$ cat src/rtl/core/hsv_pkg.sv
// Shared types, constants and helpers for the HSV to RGB converter.
// No dependencies; every other file in rtl/core imports this package.
package hsv_pkg;

    localparam int FRAC_BITS = 16;
    localparam int FIELD_W   = FRAC_BITS + 1;
    localparam int CHAN_W    = 8;

    // 1.0 in the input fixed-point format.
    localparam logic [FIELD_W-1:0] FIX_ONE = {1'b1, {FRAC_BITS{1'b0}}};

    // The six hue sectors, named after the color at their start.
    typedef enum logic [2:0] {
        SEC_RED     = 3'd0,
        SEC_YELLOW  = 3'd1,
        SEC_GREEN   = 3'd2,
        SEC_CYAN    = 3'd3,
        SEC_BLUE    = 3'd4,
        SEC_MAGENTA = 3'd5
    } sector_t;

    typedef struct packed {
        logic [FIELD_W-1:0] hue;
        logic [FIELD_W-1:0] saturation;
        logic [FIELD_W-1:0] brightness;
    } hsv_req_t;

    typedef struct packed {
        logic [CHAN_W-1:0] red;
        logic [CHAN_W-1:0] green;
        logic [CHAN_W-1:0] blue;
    } rgb_result_t;

    // After sector split: sector, hue fraction, clamped s and v.
    typedef struct packed {
        sector_t              sector;
        logic [FRAC_BITS-1:0] frac;
        logic [FIELD_W-1:0]   sat;
        logic [FIELD_W-1:0]   val;
    } split_t;

    // After the first multiply stage: p and the two inner products.
    typedef struct packed {
        sector_t            sector;
        logic [FIELD_W-1:0] val;
        logic [FIELD_W-1:0] p;
        logic [FIELD_W-1:0] mq;
        logic [FIELD_W-1:0] mt;
    } inner_t;

    // After the second multiply stage: all candidate channel levels.
    typedef struct packed {
        sector_t            sector;
        logic [FIELD_W-1:0] val;
        logic [FIELD_W-1:0] p;
        logic [FIELD_W-1:0] q;
        logic [FIELD_W-1:0] t;
    } levels_t;

    // floor(x * 255 / ONE) for x in 0..ONE, done as (x << 8) - x.
    function automatic logic [CHAN_W-1:0] to_channel(input logic [FIELD_W-1:0] x);
        logic [FIELD_W+CHAN_W-1:0] prod;
        prod = {x, {CHAN_W{1'b0}}} - {{CHAN_W{1'b0}}, x};
        return prod[FRAC_BITS+CHAN_W-1:FRAC_BITS];
    endfunction

endpackage

$ cat src/rtl/core/hsv_sector.sv
// First pipeline stage: clamps s and v and splits hue into sector and fraction.
// Depends on hsv_pkg.
module hsv_sector (
    input  logic              clk,
    input  logic              rst_n,
    input  logic              in_valid,
    input  hsv_pkg::hsv_req_t req,
    output logic              out_valid,
    output hsv_pkg::split_t   out
);
    import hsv_pkg::*;

    localparam int H6_W = FIELD_W + 3;

    logic              valid_reg;
    split_t            data_reg;
    split_t            data_next;
    logic [H6_W-1:0]   h6;
    logic [H6_W-FRAC_BITS-1:0] whole;
    logic [H6_W-FRAC_BITS-1:0] wrapped;

    always_comb
    begin
        // hue * 6 as (hue << 2) + (hue << 1).
        h6 = {1'b0, req.hue, 2'b00} + {2'b00, req.hue, 1'b0};
        whole = h6[H6_W-1:FRAC_BITS];
        // The whole part never reaches 12, so one subtract wraps it.
        wrapped = (whole >= (H6_W-FRAC_BITS)'(6)) ? whole - (H6_W-FRAC_BITS)'(6) : whole;
        data_next.sector = sector_t'(wrapped[2:0]);
        data_next.frac   = h6[FRAC_BITS-1:0];
        data_next.sat    = (req.saturation > FIX_ONE) ? FIX_ONE : req.saturation;
        data_next.val    = (req.brightness > FIX_ONE) ? FIX_ONE : req.brightness;
    end

    always_ff @(posedge clk or negedge rst_n)
    begin
        if (!rst_n)
        begin
            valid_reg <= 1'b0;
        end
        else
        begin
            valid_reg <= in_valid;
        end
    end

    always_ff @(posedge clk)
    begin
        if (in_valid)
        begin
            data_reg <= data_next;
        end
    end

    assign out_valid = valid_reg;
    assign out       = data_reg;

endmodule

$ cat src/rtl/core/hsv_products.sv
// Second and third pipeline stages: the two rounds of fixed-point multiplies
// that form p, q and t. Depends on hsv_pkg.
module hsv_products (
    input  logic             clk,
    input  logic             rst_n,
    input  logic             in_valid,
    input  hsv_pkg::split_t  in,
    output logic             out_valid,
    output hsv_pkg::levels_t out
);
    import hsv_pkg::*;

    localparam int PROD_W = 2 * FIELD_W;

    logic    inner_valid_reg;
    inner_t  inner_reg;
    inner_t  inner_next;
    logic    levels_valid_reg;
    levels_t levels_reg;
    levels_t levels_next;

    logic [FIELD_W-1:0] one_minus_f;
    logic [PROD_W-1:0]  prod_p;
    logic [PROD_W-1:0]  prod_mq;
    logic [PROD_W-1:0]  prod_mt;
    logic [PROD_W-1:0]  prod_q;
    logic [PROD_W-1:0]  prod_t;

    // Inner products f*s and (1-f)*s, and the outer product for p.
    always_comb
    begin
        one_minus_f = FIX_ONE - {1'b0, in.frac};
        prod_p  = PROD_W'(in.val) * PROD_W'(FIX_ONE - in.sat);
        prod_mq = PROD_W'({1'b0, in.frac}) * PROD_W'(in.sat);
        prod_mt = PROD_W'(one_minus_f) * PROD_W'(in.sat);
        inner_next.sector = in.sector;
        inner_next.val    = in.val;
        inner_next.p      = prod_p[FRAC_BITS+FIELD_W-1:FRAC_BITS];
        inner_next.mq     = prod_mq[FRAC_BITS+FIELD_W-1:FRAC_BITS];
        inner_next.mt     = prod_mt[FRAC_BITS+FIELD_W-1:FRAC_BITS];
    end

    // Outer products for q and t.
    always_comb
    begin
        prod_q = PROD_W'(inner_reg.val) * PROD_W'(FIX_ONE - inner_reg.mq);
        prod_t = PROD_W'(inner_reg.val) * PROD_W'(FIX_ONE - inner_reg.mt);
        levels_next.sector = inner_reg.sector;
        levels_next.val    = inner_reg.val;
        levels_next.p      = inner_reg.p;
        levels_next.q      = prod_q[FRAC_BITS+FIELD_W-1:FRAC_BITS];
        levels_next.t      = prod_t[FRAC_BITS+FIELD_W-1:FRAC_BITS];
    end

    always_ff @(posedge clk or negedge rst_n)
    begin
        if (!rst_n)
        begin
            inner_valid_reg  <= 1'b0;
            levels_valid_reg <= 1'b0;
        end
        else
        begin
            inner_valid_reg  <= in_valid;
            levels_valid_reg <= inner_valid_reg;
        end
    end

    always_ff @(posedge clk)
    begin
        if (in_valid)
        begin
            inner_reg <= inner_next;
        end
        if (inner_valid_reg)
        begin
            levels_reg <= levels_next;
        end
    end

    assign out_valid = levels_valid_reg;
    assign out       = levels_reg;

endmodule

$ cat src/rtl/core/hsv_channel.sv
// Last pipeline stage: picks each channel's level by sector and scales it
// to 0..255. Depends on hsv_pkg.
module hsv_channel (
    input  logic                 clk,
    input  logic                 rst_n,
    input  logic                 in_valid,
    input  hsv_pkg::levels_t     in,
    output logic                 out_valid,
    output hsv_pkg::rgb_result_t out
);
    import hsv_pkg::*;

    logic               valid_reg;
    rgb_result_t        rgb_reg;
    rgb_result_t        rgb_next;
    logic [FIELD_W-1:0] r_lvl;
    logic [FIELD_W-1:0] g_lvl;
    logic [FIELD_W-1:0] b_lvl;

    always_comb
    begin
        case (in.sector)
            SEC_RED:
            begin
                r_lvl = in.val; g_lvl = in.t;   b_lvl = in.p;
            end
            SEC_YELLOW:
            begin
                r_lvl = in.q;   g_lvl = in.val; b_lvl = in.p;
            end
            SEC_GREEN:
            begin
                r_lvl = in.p;   g_lvl = in.val; b_lvl = in.t;
            end
            SEC_CYAN:
            begin
                r_lvl = in.p;   g_lvl = in.q;   b_lvl = in.val;
            end
            SEC_BLUE:
            begin
                r_lvl = in.t;   g_lvl = in.p;   b_lvl = in.val;
            end
            default:
            begin
                r_lvl = in.val; g_lvl = in.p;   b_lvl = in.q;
            end
        endcase
        rgb_next.red   = to_channel(r_lvl);
        rgb_next.green = to_channel(g_lvl);
        rgb_next.blue  = to_channel(b_lvl);
    end

    always_ff @(posedge clk or negedge rst_n)
    begin
        if (!rst_n)
        begin
            valid_reg <= 1'b0;
        end
        else
        begin
            valid_reg <= in_valid;
        end
    end

    always_ff @(posedge clk)
    begin
        if (in_valid)
        begin
            rgb_reg <= rgb_next;
        end
    end

    assign out_valid = valid_reg;
    assign out       = rgb_reg;

endmodule

$ cat src/rtl/core/hsv_to_rgb_converter.sv
// HSV to RGB converter, top level. Depends on hsv_pkg, hsv_sector,
// hsv_products and hsv_channel.
// A taken request passes through the sector, inner, levels and channel
// registers in that order, and its result is shown with done high.
// Throughput: one request per cycle; busy is always low.
// Reset (rst_n, asynchronous, active low) clears the stage valid bits only.
module hsv_to_rgb_converter (
    input  logic                 clk,
    input  logic                 rst_n,
    input  logic                 start,
    output logic                 busy,
    input  hsv_pkg::hsv_req_t    hsv,
    output logic                 done,
    output hsv_pkg::rgb_result_t rgb
);
    import hsv_pkg::*;

    // The pipeline has four register stages:
    //   1. clamp s and v, split hue*6 into sector and fraction f;
    //   2. multiply: p = v(1-s), and the inner terms f*s and (1-f)*s;
    //   3. multiply: q = v(1-fs), t = v(1-(1-f)s);
    //   4. select the channel levels by sector and scale by 255.
    // Each stage carries a valid bit alongside its data. The receiver must take
    // every result in the cycle it is shown; the block does not enforce this. Nothing
    // ever stalls and the block can take a new request on every clock edge.

    logic    accept;
    logic    split_valid;
    split_t  split_data;
    logic    levels_valid;
    levels_t levels_data;

    assign busy   = 1'b0;
    assign accept = start && !busy;

    hsv_sector u_sector (
        .clk       (clk),
        .rst_n     (rst_n),
        .in_valid  (accept),
        .req       (hsv),
        .out_valid (split_valid),
        .out       (split_data)
    );

    hsv_products u_products (
        .clk       (clk),
        .rst_n     (rst_n),
        .in_valid  (split_valid),
        .in        (split_data),
        .out_valid (levels_valid),
        .out       (levels_data)
    );

    hsv_channel u_channel (
        .clk       (clk),
        .rst_n     (rst_n),
        .in_valid  (levels_valid),
        .in        (levels_data),
        .out_valid (done),
        .out       (rgb)
    );

    // Every accepted request comes out of the pipeline with done high.
    assert property (@(posedge clk) disable iff (!rst_n)
        accept |-> ##4 done)
    else $error("request did not produce a result after four cycles");

    // A result only appears for a request that was accepted.
    assert property (@(posedge clk) disable iff (!rst_n)
        done |-> $past(accept, 4))
    else $error("result appeared without a matching request");

    // Zero saturation gives a gray: all three channels equal.
    assert property (@(posedge clk) disable iff (!rst_n)
        done && $past(hsv.saturation == '0, 4)
        |-> (rgb.red == rgb.green) && (rgb.green == rgb.blue))
    else $error("zero saturation did not give equal channels");

    // Zero brightness gives black.
    assert property (@(posedge clk) disable iff (!rst_n)
        done && $past(hsv.brightness == '0, 4)
        |-> (rgb.red == '0) && (rgb.green == '0) && (rgb.blue == '0))
    else $error("zero brightness did not give black");

endmodule
$ cat config.mk
export PLATFORM = sky130hd
export DESIGN_NAME = hsv_to_rgb_converter
export DESIGN_NICKNAME = d
export VERILOG_FILES = /design/src/rtl/core/hsv_pkg.sv /design/src/rtl/core/hsv_sector.sv /design/src/rtl/core/hsv_products.sv /design/src/rtl/core/hsv_channel.sv /design/src/rtl/core/hsv_to_rgb_converter.sv
export SDC_FILE = /design/constraint.sdc
export NUM_CORES = 2
export LEC_CHECK = 0
export BUFFER_PORTS_ARGS = -buffer_cell sky130_fd_sc_hd__buf_2
export CAP_MARGIN = 30
export CORE_ASPECT_RATIO = 1.5
export CORE_MARGIN = 2
export CORE_UTILIZATION = 69
export DETAILED_ROUTE_END_ITERATION = 10
export PLACE_DENSITY = 0.95
export SYNTH_ARGS = -nofsm -noshare
export SYNTH_HDL_FRONTEND = slang
export SYNTH_SLANG_ARGS = --single-unit
$ cat constraint.sdc
create_clock -name clk -period 18.1 [get_ports clk]
set_clock_uncertainty 0.1 [all_clocks]
set_input_delay 0 -clock clk [delete_from_list [all_inputs] [get_ports clk]]
set_output_delay 0 -clock clk [all_outputs]
set_load 0.02 [all_outputs]
**Word-level counts from Yosys, hierarchy flattened**

Cells that the tools add are included.

- Register bits after elaboration: 223
- RAM bits: 0
- Memories kept: 0
- Bits in latches: 0
- Memory bits (read-only): 0
- Output and inout port bits: 26
- Word-level logic and storage cells: 51
- Input bits: 54

- Shift-type cells: 0
- Order comparisons: 3
- Eq/ne operators: 4
- Bitwise gates (word level): 0
- Reduce and logical (&&, ||, !) cells: 5
- Muxes and demuxes: 4
- Div/mod/pow operators: 0
- Multiply operators: 5
- Add/subtract/negate cells: 9

Operator list:

| operator | number |
|---|---|
| one-hot mux 17 bit (3 select lines) | 3 |
| multiplier 17 x 34 -> 33 bit | 3 |
| subtractor 24 x 17 -> 24 bit | 3 |
| subtractor 17 x 17 -> 18 bit, first input constant | 3 |
| greater-than comparator 17 bit, second input constant | 2 |
| multiplier 16 x 17 -> 33 bit | 1 |
| multiplier 17 x 17 -> 33 bit | 1 |
| adder 19 x 18 -> 20 bit | 1 |
| subtractor 17 x 16 -> 17 bit, first input constant | 1 |
| OR reduction 2 bit | 4 |
| equality test 3 x 2 -> 1 bit, second input constant | 2 |
| greater-or-equal comparator 4 x 3 -> 1 bit, second input constant | 1 |
| equality test 3 x 1 -> 1 bit, second input constant | 1 |
| equality test 3 bit, second input constant | 1 |
| zero test 3 bit | 1 |
| two-way mux 3 bit | 1 |
| subtractor 3 bit, second input constant | 1 |

**Longest topological paths before layout**

- Depth after elaboration: 4
- Depth in mapped cells: 32
- Gate-level depth less buffers: 30

**By module**

A second synthesis with hierarchy kept.

- Cell total of the unflattened synthesis: 6449
- Area, all modules: 58875.2 um^2

By module, submodules not included:

| module | area each (um^2) | cells each | seq. area each (um^2) | instances |
|---|---|---|---|---|
| hsv_products | 51131.5 | 5583 | 4314.1 | 1 |
| hsv_channel | 4947.2 | 637 | 745.7 | 1 |
| hsv_sector | 2785.2 | 227 | 1586.5 | 1 |
| hsv_to_rgb_converter | 11.3 | 2 | 0.0 | 1 |

**Worst setup path after synthesis**

Ideal clock, no wire load.

- Kind: reg-to-reg
- Start: reg u_sector.data_reg, in the netlist u_sector.out[35]
- End: reg u_products.inner_reg[16] in the netlist's numbering (data pin)
- Data arrival time: 7.608 ns
- Clock period less this slack: 7.968 ns
- Buffers on the path: 3
- Library setup time: 0.260 ns
- Cell stages (with the launch flop): 32
- Data required time: 17.740 ns
- Setup slack: 10.132 ns
- Cell sequence: edfxtp_1 -> clkbuf_1 -> clkbuf_1 -> inv_1 -> ha_1 -> nand2_1 -> or2_2 -> nor4_1 -> nor3b_1 -> xnor2_1 -> clkbuf_1 -> nand2_1 -> fa_1 -> fa_1 -> inv_1 -> fa_1 -> fa_1 -> fa_1 -> inv_1 -> fa_1 -> inv_1 -> ha_1 -> a21o_1 -> a21o_1 -> a21oi_1 -> o21ai_0 -> nor3_1 -> nor3_1 -> a221o_1 -> o41a_1 -> a21oi_1 -> xnor2_1

RTL lines:

| element | RTL line | text |
|---|---|---|
| start: declaration | hsv_sector.sv:16 | `split_t data_reg;` |
| start signal: assignment | hsv_sector.sv:51 | `data_reg <= data_next;` |
| end signal: assignment | hsv_products.sv:73 | `inner_reg <= inner_next;` |
| end: declaration | hsv_products.sv:16 | `inner_t inner_reg;` |

**Worst setup path in the final report**

- Start: reg u_products.inner_reg[20] in the netlist's numbering
- End: reg u_products.levels_reg, in the netlist u_products.out[33] (data pin)

- Longest elaborated chain between the ends: 2

RTL lines:

| element | RTL line | text |
|---|---|---|
| subtractor 17 x 17 -> 18 bit | hsv_products.sv:46 | `prod_q = PROD_W'(inner_reg.val) * PROD_W'(FIX_ONE - inner_reg.mq);` |
| multiplier 17 x 34 -> 33 bit | hsv_products.sv:46 |  |
| via u_products.prod_q[32] | hsv_products.sv:26 | `logic [PROD_W-1:0] prod_q;` |
| end signal: assignment | hsv_products.sv:77 | `levels_reg <= levels_next;` |
| end: declaration | hsv_products.sv:19 | `levels_t levels_reg;` |

The timed path passes the listed nets, and every way through them passes these cells.
A chain may end at the register's enable or synchronous reset.

==> results.sh <==
export IMPL_antenna_found_initial=21
export IMPL_port_buffers=78
export IMPL_max_slew_margin_pct=16.3
export IMPL_grt_pass1_wl_mm=303
export IMPL_setup_violations=0
export IMPL_drt_pass1_iterations=11
export IMPL_cts_sinks=222
export IMPL_ys_flop_type="edfxtp_1"
export IMPL_fmax_mhz=104
export IMPL_grt_max_degree=91
export IMPL_drt_iter0_drc=7985
export IMPL_slew_violations=0
export IMPL_drive_above_1_share_pct=4.63
export IMPL_die_h_um=363
export IMPL_route_vias_total=49398
export IMPL_reg2reg_from="u_products.inner_reg[20]"
export IMPL_viasPerCell=6.61
export IMPL_fillCellCount=4802
export IMPL_synth_edf_count=218
export IMPL_crit_cells=29
export IMPL_ys_ff_latch=222
export IMPL_finalCritPeriodShare_pct=53.1
export IMPL_cts_root_buffer="clkbuf_16"
export IMPL_placed_cell_area_mm2=0.0608
export IMPL_cp_end_kind="flip-flop"
export IMPL_syn_area_mm2=0.0592
export IMPL_finalNetCount=8096
export IMPL_rsz0062_at_grt="false"
export IMPL_required_ns=18.34
export IMPL_cp_start_kind="flip-flop"
export IMPL_worstRegToRegCells=29
export IMPL_reg2reg_slack_ns=8.48
export IMPL_synth_area_leaders="fa_1 43%, edfxtp_1 11%, ha_1 9.6%, inv_1 9.6%, and2_1 6.2%"
export IMPL_clockBufferDepth=3
export IMPL_hold_depth=2
export IMPL_worstPathArrival_ns=9.86
export IMPL_cp_startpoint="u_products.inner_reg[20]"
export IMPL_hold_slack_ns=-0.000216
export IMPL_setup_tns_ns=0
export IMPL_synth_distinct_cells=78
export IMPL_path_clk_slew_ns=0.08
export IMPL_cts_htree_levels=1
export IMPL_status="finished with violations"
export IMPL_crit_path_top_delay_cell="o311ai_0"
export IMPL_hold_class="in -> reg"
export IMPL_io_pins=80
export IMPL_overflow=0
export IMPL_cts_buffers=24
export IMPL_synth_top_cell_area_share_pct=43.1
export IMPL_ys_seq_area_share_pct=11.2
export IMPL_wl_per_cell_um=25.9
export IMPL_fp_dieW_um=243
export IMPL_yosysMostFrequentCell="inv_1"
export IMPL_violations="DRC, hold timing"
export IMPL_synth_warnings=0
export IMPL_yosysTopAreaCell="fa_1"
export IMPL_crit_type="reg -> reg"
export IMPL_critPathCapture="u_products.out[33]"
export IMPL_wirelength_mm=193
export IMPL_hold_viol=1
export IMPL_finalCriticalPeriod_ns=9.62
export IMPL_die_area_mm2=0.0882
export IMPL_initial_core_util_pct=69.6
export IMPL_cp_top_family="adder cells"
export IMPL_cts_tree="built"
export IMPL_antenna_left=0
export IMPL_core_area_mm2=0.0851
export IMPL_path_buf_inv=7
export IMPL_insertion_delay_ns=0.67
export IMPL_cap_viol_max_count=0
export IMPL_gp_congestion=0.941
export IMPL_track_usage_pct=45.8
export IMPL_hpwl_mm=125
export IMPL_avgSynthCellArea_um2=9.37
export IMPL_async_flop_share_pct=1.80
export IMPL_critPathMaxStageDelay_ns=0.93
export IMPL_drcViolationCount=161
export IMPL_synth_nets=8104
export IMPL_area_delta_synth_final_pct=5.49
export IMPL_rows=131
export IMPL_worst_pin_slew_ns=1.25
export IMPL_final_cell_area_mm2=0.0624
export IMPL_synth_common_cells="1519 x inv_1, 1274 x fa_1, 903 x nand2_1"
export IMPL_syn_inst=6320
export IMPL_timing_rr_end="u_products.out[33]"
export IMPL_crit_fanout=17
export IMPL_first_global_vias=55786
[area by class of cell]
cell class / instances / area (um2) / area share, %
sequential: 222 / 6650 / 10.6
timing repair buffer: 254 / 1930 / 3.09
clock inverter: 17 / 216 / 0.347
clock buffer: 27 / 632 / 1.01
multi-input combinational: 4291 / 45900 / 73.4
tap: 1130 / 1410 / 2.26
inverter: 1519 / 5700 / 9.13
antenna: 15 / 37.5 / 0.0601
[worst min-delay path by stage]
stage	from	to	slack (ns)
after floorplan	rst_n	u_channel.out_valid	-0.40
after global placement	rst_n	u_channel.out_valid	-0.29
after detailed placement	rst_n	u_products.out_valid	-0.28
after CTS	hsv[49]	u_sector.out[51]	0.02
after global routing	hsv[34]	u_sector.out[35]	0.03
final	hsv[34]	u_sector.out[35]	-0.0002
[layout by cell type, fill, tap and decap left out, drive strengths merged, types with 50 or more instances in the layout]
cell and n:
buf 185, o21ai 86, fa 1274, inv 1526, xor2 61, edfxtp 218, ha 456, mux2i 62
nor2 112, and2 582, nor2b 50, nor3 55, nand2 905, dlygate4sd3 69, xnor2 161, a21oi 99
[logic make-up (layout without fill, tap and decap cells)]
kind of cell,after synthesis,in the layout,share of synthesized area (%)
AO/OA/AOI/OAI,388,388,4.31
AND/OR/NAND/NOR,1860,1860,15.3
flip-flops,222,222,11.2
buffers and inverters,1807,1817,11.5
other,1,16,0.00634
multiplexers,85,85,1.49
adder cells (fa/ha/maj),1735,1735,52.8
XOR/XNOR,222,222,3.33
[per-layer routing]
layer | up-vias | share of wire [%] | track usage (%)
met4 | 24 | 13 | 43.0
met5 | - | 0.19 | 2.66
met3 | 2257 | 15 | 22.6
li1 | 18818 | - | -
met1 | 23378 | 28 | 45.6
met2 | 4921 | 45 | 69.4
[stage by stage]
step | util [%] | setup WS (ns) | hold WS [ns] | std cells
floorplan | - | 10.13 | -0.396 | 6320
global placement | 71.4 | 9.64 | -0.290 | 7340
detailed placement | 71.4 | 9.25 | -0.281 | 7341
CTS | 73.2 | 9.03 | 0.0175 | 7454
global route | 73.4 | 8.43 | 0.0311 | 7467
finish | 73.4 | 8.48 | -0.000216 | 7475
[repair_timing]
action / CTS / global route
hold buffers: 69 / 0
gates resized for setup: 0 / 0
setup endpoints to repair: 0 / 0
buffers inserted: 0 / 0
hold endpoints to repair: 60 / 0
Power is left out: the tool's default activity adds up to more than one toggle a clock period on the data nets, which glitch-free logic cannot reach.
